**config.mk**
```make
export PLATFORM = sky130hd
export DESIGN_NAME = pulse_run_length_frame_logger_core
export DESIGN_NICKNAME = d
export VERILOG_FILES = /design/src/sv/plfl_pkg.sv /design/src/sv/plfl_front.sv /design/src/sv/plfl_cmd_q.sv /design/src/sv/plfl_back.sv /design/src/sv/pulse_run_length_frame_logger_core.sv
export SDC_FILE = /design/constraint.sdc
export NUM_CORES = 1
export LEC_CHECK = 0
export BUFFER_PORTS_ARGS = -buffer_cell sky130_fd_sc_hd__buf_2
export CAP_MARGIN = 20
export CORE_ASPECT_RATIO = 0.7
export CORE_MARGIN = 5
export CORE_UTILIZATION = 40
export DETAILED_ROUTE_END_ITERATION = 7
export PLACE_DENSITY = 0.58
export SYNTH_ARGS = -nofsm -noshare
export SYNTH_HDL_FRONTEND = slang
export SYNTH_SLANG_ARGS = --single-unit
```
**constraint.sdc**
```tcl
create_clock -name aclk -period 5.3 [get_ports aclk]
set_input_delay 0.795 -clock aclk [delete_from_list [all_inputs] [get_ports aclk]]
set_output_delay 0.795 -clock aclk [all_outputs]
set_load 0.05 [all_outputs]
```
**src/sv/plfl_pkg.sv**
```systemverilog
// Package for the pulse run-length frame logger: sizes, register indexes,
// saturation limits and the structs passed between the front, queue and back.
// No dependencies.
package plfl_pkg;

    localparam int STORE_DEPTH = 64;
    localparam int ADDR_W      = $clog2(STORE_DEPTH);
    localparam int CNT_W       = $clog2(STORE_DEPTH + 1);

    localparam int RUN_W       = 8;
    localparam int LEN_W       = 7;
    localparam int GAP_W       = 8;
    localparam int FLOOR_W     = 7;
    localparam int CFG_IDX_W   = 2;
    localparam int CFG_DATA_W  = 8;

    localparam logic [RUN_W-1:0] RUN_SAT   = RUN_W'(250);
    localparam logic [LEN_W-1:0] LEN_CLAMP = LEN_W'(127);

    localparam logic [GAP_W-1:0]   GAP_RESET   = GAP_W'(60);
    localparam logic [FLOOR_W-1:0] FLOOR_RESET = FLOOR_W'(8);

    localparam logic [CFG_IDX_W-1:0] REG_GAP_THRESHOLD   = CFG_IDX_W'(0);
    localparam logic [CFG_IDX_W-1:0] REG_RUN_COUNT_FLOOR = CFG_IDX_W'(1);

    // One stored run: level in the top bit, clamped length below.
    typedef struct packed {
        logic             level;
        logic [LEN_W-1:0] length;
    } run_entry_t;

    typedef struct packed {
        logic              we;
        logic [ADDR_W-1:0] addr;
        run_entry_t        data;
    } store_wr_t;

    typedef struct packed {
        logic             push;
        logic [CNT_W-1:0] count;
    } frame_cmd_t;

    typedef struct packed {
        logic             valid;
        logic [CNT_W-1:0] count;
    } cmd_head_t;

    typedef struct packed {
        logic busy;
    } back_stat_t;

endpackage

```
**src/sv/plfl_front.sv**
```systemverilog
// Front part of the frame logger: accepts pin samples, tracks the current run,
// writes finished runs to the store and issues drain commands. Uses plfl_pkg.
module plfl_front import plfl_pkg::*; (
    input  logic                  aclk,
    input  logic                  aresetn,
    input  logic                  s_valid,
    output logic                  s_ready,
    input  logic                  s_pin_level,
    input  logic                  cfg_valid,
    output logic                  cfg_ready,
    input  logic [CFG_IDX_W-1:0]  cfg_index,
    input  logic [CFG_DATA_W-1:0] cfg_data,
    input  logic                  stall,
    output store_wr_t             store_wr,
    output frame_cmd_t            frame_cmd
);

    logic [GAP_W-1:0]   gap_reg,   gap_next;
    logic [FLOOR_W-1:0] floor_reg, floor_next;
    logic [RUN_W-1:0]   run_reg,   run_next;
    logic               level_reg, level_next;
    logic [CNT_W-1:0]   cnt_reg,   cnt_next;

    logic             accept;
    logic [RUN_W-1:0] run_inc;
    logic [LEN_W-1:0] len_clamped;
    logic             frame_end;

    assign s_ready   = !stall;
    assign cfg_ready = 1'b1;
    assign accept    = s_valid && s_ready;

    assign run_inc     = (run_reg < RUN_SAT) ? run_reg + RUN_W'(1) : run_reg;
    assign len_clamped = (run_reg > RUN_W'(LEN_CLAMP)) ? LEN_CLAMP : run_reg[LEN_W-1:0];
    assign frame_end   = (s_pin_level == level_reg) && !level_reg
                         && (run_inc > gap_reg)
                         && (32'(cnt_reg) > 32'(floor_reg));

    always_comb begin
        gap_next   = gap_reg;
        floor_next = floor_reg;
        run_next   = run_reg;
        level_next = level_reg;
        cnt_next   = cnt_reg;
        store_wr   = '{we: 1'b0, addr: cnt_reg[ADDR_W-1:0],
                       data: '{level: level_reg, length: len_clamped}};
        frame_cmd  = '{push: 1'b0, count: cnt_reg};

        if (cfg_valid && cfg_ready) begin
            case (cfg_index)
                REG_GAP_THRESHOLD:   gap_next   = cfg_data[GAP_W-1:0];
                REG_RUN_COUNT_FLOOR: floor_next = cfg_data[FLOOR_W-1:0];
                default: ;
            endcase
        end

        if (accept) begin
            if (s_pin_level != level_reg) begin
                // Level change: log the finished run while there is room.
                if (32'(cnt_reg) < STORE_DEPTH) begin
                    store_wr.we = 1'b1;
                    cnt_next    = cnt_reg + CNT_W'(1);
                end
                level_next = s_pin_level;
                run_next   = RUN_W'(1);
            end else if (frame_end) begin
                frame_cmd.push = 1'b1;
                cnt_next       = '0;
                run_next       = '0;
            end else begin
                run_next = run_inc;
            end
        end
    end

    always_ff @(posedge aclk) begin
        if (!aresetn) begin
            gap_reg   <= GAP_RESET;
            floor_reg <= FLOOR_RESET;
            run_reg   <= '0;
            level_reg <= 1'b0;
            cnt_reg   <= '0;
        end else begin
            gap_reg   <= gap_next;
            floor_reg <= floor_next;
            run_reg   <= run_next;
            level_reg <= level_next;
            cnt_reg   <= cnt_next;
        end
    end

endmodule

```
**src/sv/plfl_cmd_q.sv**
```systemverilog
// Two-entry queue of drain commands between the front and back parts of the
// frame logger. Uses plfl_pkg.
module plfl_cmd_q import plfl_pkg::*; (
    input  logic       aclk,
    input  logic       aresetn,
    input  frame_cmd_t frame_cmd,
    input  logic       pop,
    output cmd_head_t  head
);

    logic [CNT_W-1:0] slot_reg [2];
    logic             wr_ptr_reg, wr_ptr_next;
    logic             rd_ptr_reg, rd_ptr_next;
    logic [1:0]       fill_reg,   fill_next;
    logic             do_push, do_pop;

    assign do_pop  = pop && (fill_reg != 2'd0);
    assign do_push = frame_cmd.push && ((fill_reg != 2'd2) || do_pop);

    assign head.valid = (fill_reg != 2'd0);
    assign head.count = slot_reg[rd_ptr_reg];

    always_comb begin
        wr_ptr_next = do_push ? !wr_ptr_reg : wr_ptr_reg;
        rd_ptr_next = do_pop  ? !rd_ptr_reg : rd_ptr_reg;
        fill_next   = fill_reg + 2'(do_push) - 2'(do_pop);
    end

    always_ff @(posedge aclk) begin
        if (do_push) begin
            slot_reg[wr_ptr_reg] <= frame_cmd.count;
        end
    end

    always_ff @(posedge aclk) begin
        if (!aresetn) begin
            wr_ptr_reg <= 1'b0;
            rd_ptr_reg <= 1'b0;
            fill_reg   <= 2'd0;
        end else begin
            wr_ptr_reg <= wr_ptr_next;
            rd_ptr_reg <= rd_ptr_next;
            fill_reg   <= fill_next;
        end
    end

endmodule

```
**src/sv/plfl_back.sv**
```systemverilog
// Back part of the frame logger: owns the run store, drains a frame one entry per
// cycle while m_ready is high, through a registered read and a two-entry output buffer. Uses plfl_pkg.
module plfl_back import plfl_pkg::*; (
    input  logic             aclk,
    input  logic             aresetn,
    input  store_wr_t        store_wr,
    input  cmd_head_t        head,
    output logic             pop,
    output back_stat_t       stat,
    output logic             m_valid,
    input  logic             m_ready,
    output logic             m_run_level,
    output logic [LEN_W-1:0] m_run_length,
    output logic             m_last_run
);

    typedef struct packed {
        run_entry_t entry;
        logic       last;
    } result_t;

    run_entry_t       store_mem [STORE_DEPTH];
    run_entry_t       rd_data_reg;
    logic             rd_pend_reg, rd_pend_next;
    logic             rd_last_reg;

    logic             active_reg, active_next;
    logic [CNT_W-1:0] idx_reg,    idx_next;
    logic [CNT_W-1:0] n_reg,      n_next;
    logic [1:0]       occ_reg,    occ_next;

    result_t          buf_reg [2];
    logic             bwr_reg, bwr_next;
    logic             brd_reg, brd_next;
    logic [1:0]       bfill_reg, bfill_next;

    logic issue, out_pop, issue_last;

    assign m_valid      = (bfill_reg != 2'd0);
    assign m_run_level  = buf_reg[brd_reg].entry.level;
    assign m_run_length = buf_reg[brd_reg].entry.length;
    assign m_last_run   = buf_reg[brd_reg].last;
    assign out_pop      = m_valid && m_ready;

    assign pop        = head.valid && !active_reg;
    assign issue      = active_reg && ((occ_reg < 2'd2) || out_pop);
    assign issue_last = (idx_reg + CNT_W'(1)) == n_reg;
    assign stat.busy  = active_reg || (occ_reg != 2'd0);

    always_comb begin
        active_next  = active_reg;
        idx_next     = idx_reg;
        n_next       = n_reg;
        if (pop) begin
            active_next = 1'b1;
            idx_next    = '0;
            n_next      = head.count;
        end else if (issue) begin
            idx_next = idx_reg + CNT_W'(1);
            if (issue_last) begin
                active_next = 1'b0;
            end
        end
        rd_pend_next = issue;
        occ_next     = occ_reg + 2'(issue) - 2'(out_pop);
        bwr_next     = rd_pend_reg ? !bwr_reg : bwr_reg;
        brd_next     = out_pop ? !brd_reg : brd_reg;
        bfill_next   = bfill_reg + 2'(rd_pend_reg) - 2'(out_pop);
    end

    always_ff @(posedge aclk) begin
        if (store_wr.we) begin
            store_mem[store_wr.addr] <= store_wr.data;
        end
        if (issue) begin
            rd_data_reg <= store_mem[idx_reg[ADDR_W-1:0]];
            rd_last_reg <= issue_last;
        end
        if (rd_pend_reg) begin
            buf_reg[bwr_reg] <= '{entry: rd_data_reg, last: rd_last_reg};
        end
    end

    always_ff @(posedge aclk) begin
        if (!aresetn) begin
            active_reg  <= 1'b0;
            idx_reg     <= '0;
            n_reg       <= '0;
            occ_reg     <= 2'd0;
            rd_pend_reg <= 1'b0;
            bwr_reg     <= 1'b0;
            brd_reg     <= 1'b0;
            bfill_reg   <= 2'd0;
        end else begin
            active_reg  <= active_next;
            idx_reg     <= idx_next;
            n_reg       <= n_next;
            occ_reg     <= occ_next;
            rd_pend_reg <= rd_pend_next;
            bwr_reg     <= bwr_next;
            brd_reg     <= brd_next;
            bfill_reg   <= bfill_next;
        end
    end

    a_occ_bound: assert property (@(posedge aclk) disable iff (!aresetn)
        occ_reg <= 2'd2)
        else $error("reads in flight exceed output buffer room");

    a_occ_tracks: assert property (@(posedge aclk) disable iff (!aresetn)
        occ_reg == bfill_reg + 2'(rd_pend_reg))
        else $error("in-flight count out of step with buffer fill");

    a_idx_range: assert property (@(posedge aclk) disable iff (!aresetn)
        active_reg |-> (idx_reg < n_reg))
        else $error("drain index ran past frame length");

    a_no_write_while_drain: assert property (@(posedge aclk) disable iff (!aresetn)
        stat.busy |-> !store_wr.we)
        else $error("store written while a frame drains");

    a_last_ends_drain: assert property (@(posedge aclk) disable iff (!aresetn)
        (issue && issue_last) |=> !active_reg)
        else $error("drain continued past the last run");

endmodule

```
**src/sv/pulse_run_length_frame_logger_core.sv**
```systemverilog
// Top level of the pulse run-length frame logger: ties the front tracker,
// the drain command queue and the back drain unit. Uses plfl_pkg.
//
// Usage:
//   s_ channel: one sampled receiver pin level per item (s_pin_level).
//   m_ channel: logged runs of a finished frame, in order (level, length
//   clamped to 127), m_last_run set on the final run of the frame.
//   cfg channel: cfg_index 0 writes gap_threshold, 1 writes run_count_floor;
//   cfg_ready is always high. Write only while the block is idle.
// Timing:
//   A sample that does not end a frame leaves s_ready high; the next sample is
//   taken in the following cycle. A sample that ends a frame starts a drain:
//   its command passes the queue to the drain unit, each run is read from the
//   store into a register and then into the output buffer, and the runs follow
//   one per cycle while m_ready is high, set by the single read port of the run
//   store. s_ready stays low until the whole frame has been delivered.
// Reset (aresetn, synchronous, active low) clears the run tracker, the stored
//   count, the queue and the drain unit and restores the register defaults;
//   the store contents are not cleared and need no clearing pass.
// Receiver stall: the drain pauses with at most two runs buffered or in
//   flight and resumes when m_ready returns; nothing is dropped.
module pulse_run_length_frame_logger_core import plfl_pkg::*; (
    input  logic                  aclk,
    input  logic                  aresetn,
    input  logic                  s_valid,
    output logic                  s_ready,
    input  logic                  s_pin_level,
    output logic                  m_valid,
    input  logic                  m_ready,
    output logic                  m_run_level,
    output logic [LEN_W-1:0]      m_run_length,
    output logic                  m_last_run,
    input  logic                  cfg_valid,
    output logic                  cfg_ready,
    input  logic [CFG_IDX_W-1:0]  cfg_index,
    input  logic [CFG_DATA_W-1:0] cfg_data
);

    store_wr_t  store_wr;
    frame_cmd_t frame_cmd;
    cmd_head_t  head;
    back_stat_t stat;
    logic       cmd_pop;
    logic       front_stall;

    // Hold new samples while a frame is queued or still draining.
    assign front_stall = head.valid || stat.busy;

    plfl_front u_front (
        .aclk        (aclk),
        .aresetn     (aresetn),
        .s_valid     (s_valid),
        .s_ready     (s_ready),
        .s_pin_level (s_pin_level),
        .cfg_valid   (cfg_valid),
        .cfg_ready   (cfg_ready),
        .cfg_index   (cfg_index),
        .cfg_data    (cfg_data),
        .stall       (front_stall),
        .store_wr    (store_wr),
        .frame_cmd   (frame_cmd)
    );

    plfl_cmd_q u_cmd_q (
        .aclk      (aclk),
        .aresetn   (aresetn),
        .frame_cmd (frame_cmd),
        .pop       (cmd_pop),
        .head      (head)
    );

    plfl_back u_back (
        .aclk         (aclk),
        .aresetn      (aresetn),
        .store_wr     (store_wr),
        .head         (head),
        .pop          (cmd_pop),
        .stat         (stat),
        .m_valid      (m_valid),
        .m_ready      (m_ready),
        .m_run_level  (m_run_level),
        .m_run_length (m_run_length),
        .m_last_run   (m_last_run)
    );

endmodule
```
# == Word level (Yosys, flattened, before mapping) ==
# Memories as Yosys holds them, arrays and structs flattened. A register that Yosys moved wholly into a read port is not among the register bits.
# Cells that the tools add are included.
# Widths: inputs -> output; s select.
# totals
ff_bits,51
ram_bits,544
output_inout_bits,12
elab_cells,99
memories,3
# op_classes
add_sub_neg,9
n_lt_le_gt_ge,6
n_eq_ne,6
muxes,24
bitwise,1
n_reduce_logical,34
# memory_table
name,depth,width,rd,rd_clocked_by_memory_dff,write_ports,line,source
u_back.store_mem,64,8,1,1,1,plfl_back.sv:22,run_entry_t store_mem [STORE_DEPTH];
u_back.buf_reg,2,9,1,1,1,plfl_back.sv:32,result_t buf_reg [2];
u_cmd_q.slot_reg,2,7,1,1,1,plfl_cmd_q.sv:11,logic [CNT_W-1:0] slot_reg [2];
# ops
op,n
$mux 7,4
$mux 8,3
$mux 1,17
$add 7x1->7 const B,2
$reduce_bool 2->1,6
$logic_and 1x1->1,9
$add 8x1->8 const B,1
$gt 8x7->1 const B,1
$gt 8x8->1,1
$logic_not 1->1,8
$lt 8x8->1 const B,1
$reduce_and 2->1,4
$eq 7x7->1,1
$gt 7x7->1,1
$lt 7x7->1 const B,1
$add 2x1->2,3
$sub 2x1->2,3
$logic_or 1x1->1,4
$ne 2x2->1 const B,2
$reduce_and 3->1,1
$eq 2x1->1 const B,1
$logic_not 2->1,1
$lt 2x2->1 const B,1
$reduce_or 2->1,1
other kinds (3),3

# == Longest topological paths before layout ==
# logic_depth
ltp_word,11
mapped_depth,14

# == Modules after synthesis ==
# A second synthesis with hierarchy kept.
# hier_totals
cells_unflattened,1425
hier_area_um2,24781.3
# modules_own_cells
mod,n_inst,cells_each,area_each_um2
plfl_back,1,1157,22142.5
plfl_front,1,220,1879.3
plfl_cmd_q,1,47,753.2
pulse_run_length_frame_logger_core,1,1,6.3

# == Worst setup path after synthesis ==
# Ideal clock, no wire load.
# synth_timing
path_type,flip-flop to flip-flop
from,register u_front.level_reg
to,memory u_back.store_mem[31][0] (netlist bit) (enable)
arrival_time_ns,2.855
required_ns,4.917
path_slack_ns,2.062
path_stages_with_launch,7
period_less_slack_ns,3.238
cell_sequence,dfxtp_1 > inv_1 > ha_1 > nand4_4 > or3_1 > buf_6 > nor3_1
# synth_via
elab_chain_len,5
# synth_rtl
item,line,source
"start, declared",plfl_front.sv:21,"logic level_reg, level_next;"
"start signal, assigned",plfl_front.sv:87,level_reg <= level_next;
$ne 1x1->1,plfl_front.sv:58,if (s_pin_level != level_reg) begin
$mux 1,plfl_front.sv:58,
$mux 1,plfl_front.sv:57,if (accept) begin
$mux 1,plfl_back.sv:72,if (store_wr.we) begin
$mux 1 (implied by the code),plfl_back.sv:73,store_mem[store_wr.addr] <= store_wr.data;
"end, declared",plfl_back.sv:22,
# Every way passes these cells.

# == Worst setup path in the final report ==
# layout_timing
from,register u_front.run_reg[3]
to,memory u_cmd_q.slot_reg[0][3] (netlist bit) (enable)
# layout_via
elab_chain_len,11
elab_cells_between_ends,12
classes_between,add/sub (1); order compare (2); mux (6); reduce/logical (3)
# layout_rtl
item,line,source
"start, declared",plfl_front.sv:20,"logic [RUN_W-1:0] run_reg, run_next;"
"start signal, assigned",plfl_front.sv:86,run_reg <= run_next;
$add 8x1->8 or $lt 8x8->1 (tied branches),plfl_front.sv:33,assign run_inc = (run_reg < RUN_SAT) ? run_reg + RUN_W'(1) : run_reg;
$mux 8 *,plfl_front.sv:33,
$gt 8x8->1 *,plfl_front.sv:36,&& (run_inc > gap_reg)
$logic_and 1x1->1 *,plfl_front.sv:36,
$logic_and 1x1->1 *,plfl_front.sv:37,&& (32'(cnt_reg) > 32'(floor_reg));
$mux 1 *,plfl_front.sv:66,end else if (frame_end) begin
$mux 1 *,plfl_front.sv:58,
$mux 1 *,plfl_front.sv:57,
$logic_and 1x1->1 *,plfl_cmd_q.sv:18,assign do_push = frame_cmd.push && ((fill_reg != 2'd2) || do_pop);
$mux 1 *,plfl_cmd_q.sv:30,if (do_push) begin
$mux 1 (implied by the code) *,plfl_cmd_q.sv:31,slot_reg[wr_ptr_reg] <= frame_cmd.count;
"end, declared",plfl_cmd_q.sv:11,
# Mark *: on every way between the ends. The rest lies on a longest branch, timed or not.

==> flow_summary.yaml <==
yosys:
  yosysUniqueCellTypes: 61
  async_reset_ff_share_pct: 0
  syn_nets: 1518
  synth_commonest_cells: "edfxtp_1 (553), nor2_1 (137), mux2i_1 (79)"
  yosys_warnings: 0
  synth_seq_cells: 611
  synth_edf_count: 553
  synth_area_leader_cell: "edfxtp_1"
  synth_area_per_cell_um2: 16.6
  synth.cell_area_mm2: 0.0246
  yosysSeqAreaShare_pct: 72.3
  yosysMostFrequentCell: "edfxtp_1"
  synth_top_area_share_pct: 67.6
  syn_inst: 1477
  synth_area_leaders: "edfxtp_1 (68%), mux4_2 (6.1%), dfxtp_1 (4.7%), mux2i_1 (3.2%), mux2_2 (2.5%)"
  synthFlopType: "edfxtp_1"
clocking:
  cts_htree_levels: 2
  clock_sinks: 611
  root_buffer: "clkbuf_16"
  cts_setup_buffers: 0
  cts_buffers: 55
  clkSlewWorstSetupHoldPaths_ns: 0.07
  cts_tree: "built"
  clockBufferDepth: 3
  ctsResizeCount: 0
  cts_hold_buf: 0
  clk_latency_ns: 0.61
critical_path:
  cp-end-kind: "register"
  cp-start-kind: "register"
  arrival_ns: 3.81
  worst_ep_required_time_ns: 5.52
  critical_path_class: "reg -> reg"
  slowest_delay_ns: 0.57
  crit_chain: "and4_1, o211ai_1, nand2_1, xor2_1, inv_1, ha_1, nand3_1, o221ai_1, a221oi_1, nor4_2, nor2b_1"
  path_max_fanout: 8
  slowest_stage: "nor2b_1"
power_and_ir_drop:
  clock_power_share_pct: 35.4
  p_int_w: 0.00815
  seqPwrFrac_pct: 51.1
  p_leak_nw: 8.66
  switchingPower_w: 0.00286
  switching_share_pct: 26.0
  p_per_area_mw_per_mm2: 403
  ir_worst_vdd_uv: 258
  comb_power_share_pct: 13.5
floorplan:
  num_io_pins: 28
  die-area_mm2: 0.0666
  die_w_um: 306
  start_util_pct: 40.2
  num_rows: 76
  core_mm2: 0.0611
  die_h_um: 217
global_routing:
  grt_overflow_total: 0
  grt_max_degree: 85
  grt_pass1_wl_um: 86300
  grt_usage_pct: 17.3
  antenna_found_initial: 1
  first_global_vias: 12979
flow_run:
  maxCapViolations: 0
place:
  hpwl_um: 36000
  port_buffers: 26
  place_area_mm2: 0.0256
  gp_congestion: 0.884
  pre_cts_ws_ns: 1.70
timing:
  hold_viol_final: 0
  slew_headroom_pct: 31.5
  whs_ns: 0.443
  min_period_ns: 3.60
  final.period_utilization_pct: 67.9
  setup_ws_ns: 1.70
  drv_slew: 0
  rsz0062_at_grt: "false"
  tightest_slew_ns: 1.02
  fin_setup_tns_ns: 0
  fmax_mhz: 278
  setup_violations: 0
  finClkSkew_ns: 0.0305
routing:
  firstDrtPassIters: 5
  viasPerCell: 5.50
  post_drt_wl_per_cell_um: 24.6
  drc_errors: 0
  vias: 13028
  ant_nets: 0
  drtIter0Drc: 1590
  drt_wl_total_um: 58200
final_layout:
  multi_input_area_mm2: 0.00634
  seq_area_mm2: 0.0178
  fillers: 5313
  n_antenna_cell: 0
  syn_to_final_growth_pct: 11.1
  fin_nets: 1546
  layout-drive-gt1-share_pct: 17.2
  utilization_pct: 44.7
  largest_reg_flops: 512
  fin_area_mm2: 0.0273
status:
  status: "complete, no violations"
worst_hold_path:
  min_path_type: "in -> reg"
## critical path, delay by kind of cell, from the launching register on
family / cells / cell delay, ns
compound gates: 3 / 0.67
buf+inv: 1 / 0.06
simple gates: 5 / 1.58
xor+xnor: 1 / 0.19
fa+ha+maj: 1 / 0.29
flops: 1 / 0.43
## final timing paths
check                         from                     end  slack, ns  depth (start not counted)
max reg2reg     u_front.run_reg[3]  u_cmd_q.slot_reg[0][3]       1.70                         11
max             u_front.run_reg[3]  u_cmd_q.slot_reg[0][3]       1.70                         11
min                    cfg_data[7]      u_front.gap_reg[7]       0.44                          3
min reg2reg  u_back.rd_data_reg[1]    u_back.buf_reg[0][2]       0.45                          0
## logic make-up (layout without fill, tap and decap cells)
group	count (synthesis)	count (layout)	share of synthesized area, %
other	1	1	0.0153
AOI/OAI and AO/OA	173	173	4.99
xor gates and xnor gates	30	30	1.07
and+or+nand+nor	329	329	6.63
DFF	611	611	72.3
muxes	200	200	11.8
adders and majority gates	25	25	1.27
buffers and inverters	108	180	1.88
## cell usage in the layout (no fill, tap or decap), types with 6 or more instances in the layout
cell         n
clkbuf_16   56
and2_1      12
nor2b_1     25
edfxtp_1   553
o22ai_1     24
nor2_1     137
nand2b_1     8
a211oi_1    37
or2_2       10
clkinv_2     7
a41oi_1      7
buf_4       16
o22a_1       7
nand2_1     52
inv_1       34
nand4_1     11
nand3_1     19
a21oi_1     23
dfxtp_1     54
o211ai_1     6
nor4_1       8
a221oi_1    10
xnor2_1     15
or3_1        7
buf_2       27
xor2_1      15
clkbuf_1    21
ha_1        25
nor3_1      12
o2111ai_1    6
o21ai_0     15
o21a_1       6
a22oi_1     20
mux4_2      67
mux2_2      54
mux2i_1     79
## metal layers
metal	wire [µm]	track usage, %	vias to the layer above
met2	24900	25.0	439
met4	1020	3.22	0
li1	-	-	5827
met3	4580	4.39	74
met1	27700	26.7	6688
met5	0	0	-
## area by class of cell
cell class | count | share of cell area (%)
clock inverters | 19 | 0.751
repair buffers | 44 | 1.01
multi-input cells | 758 | 23.2
clock buffers | 82 | 5.67
well taps | 819 | 3.75
flip-flops and latches | 611 | 65.1
inverters | 35 | 0.481
## stage by stage
step,total power [W],std cells
after floorplan,0.00673,1477
after global placement,0.00721,2265
after detailed placement,0.00723,2267
after CTS,0.0111,2368
after global routing,0.0114,2368
final,0.0110,2368
## power by group through the flow
| stage | combinational (W) | sequential, W | clock [W] |
|---|---|---|---|
| floorplan | 0.00111 | 0.00562 | 0 |
| global placement | 0.00148 | 0.00573 | 0 |
| detailed placement | 0.00149 | 0.00574 | 0 |
| CTS | 0.00150 | 0.00564 | 0.00397 |
| global route | 0.00160 | 0.00566 | 0.00418 |
| finish | 0.00148 | 0.00563 | 0.00390 |
Power figures use the tool's default switching activity.
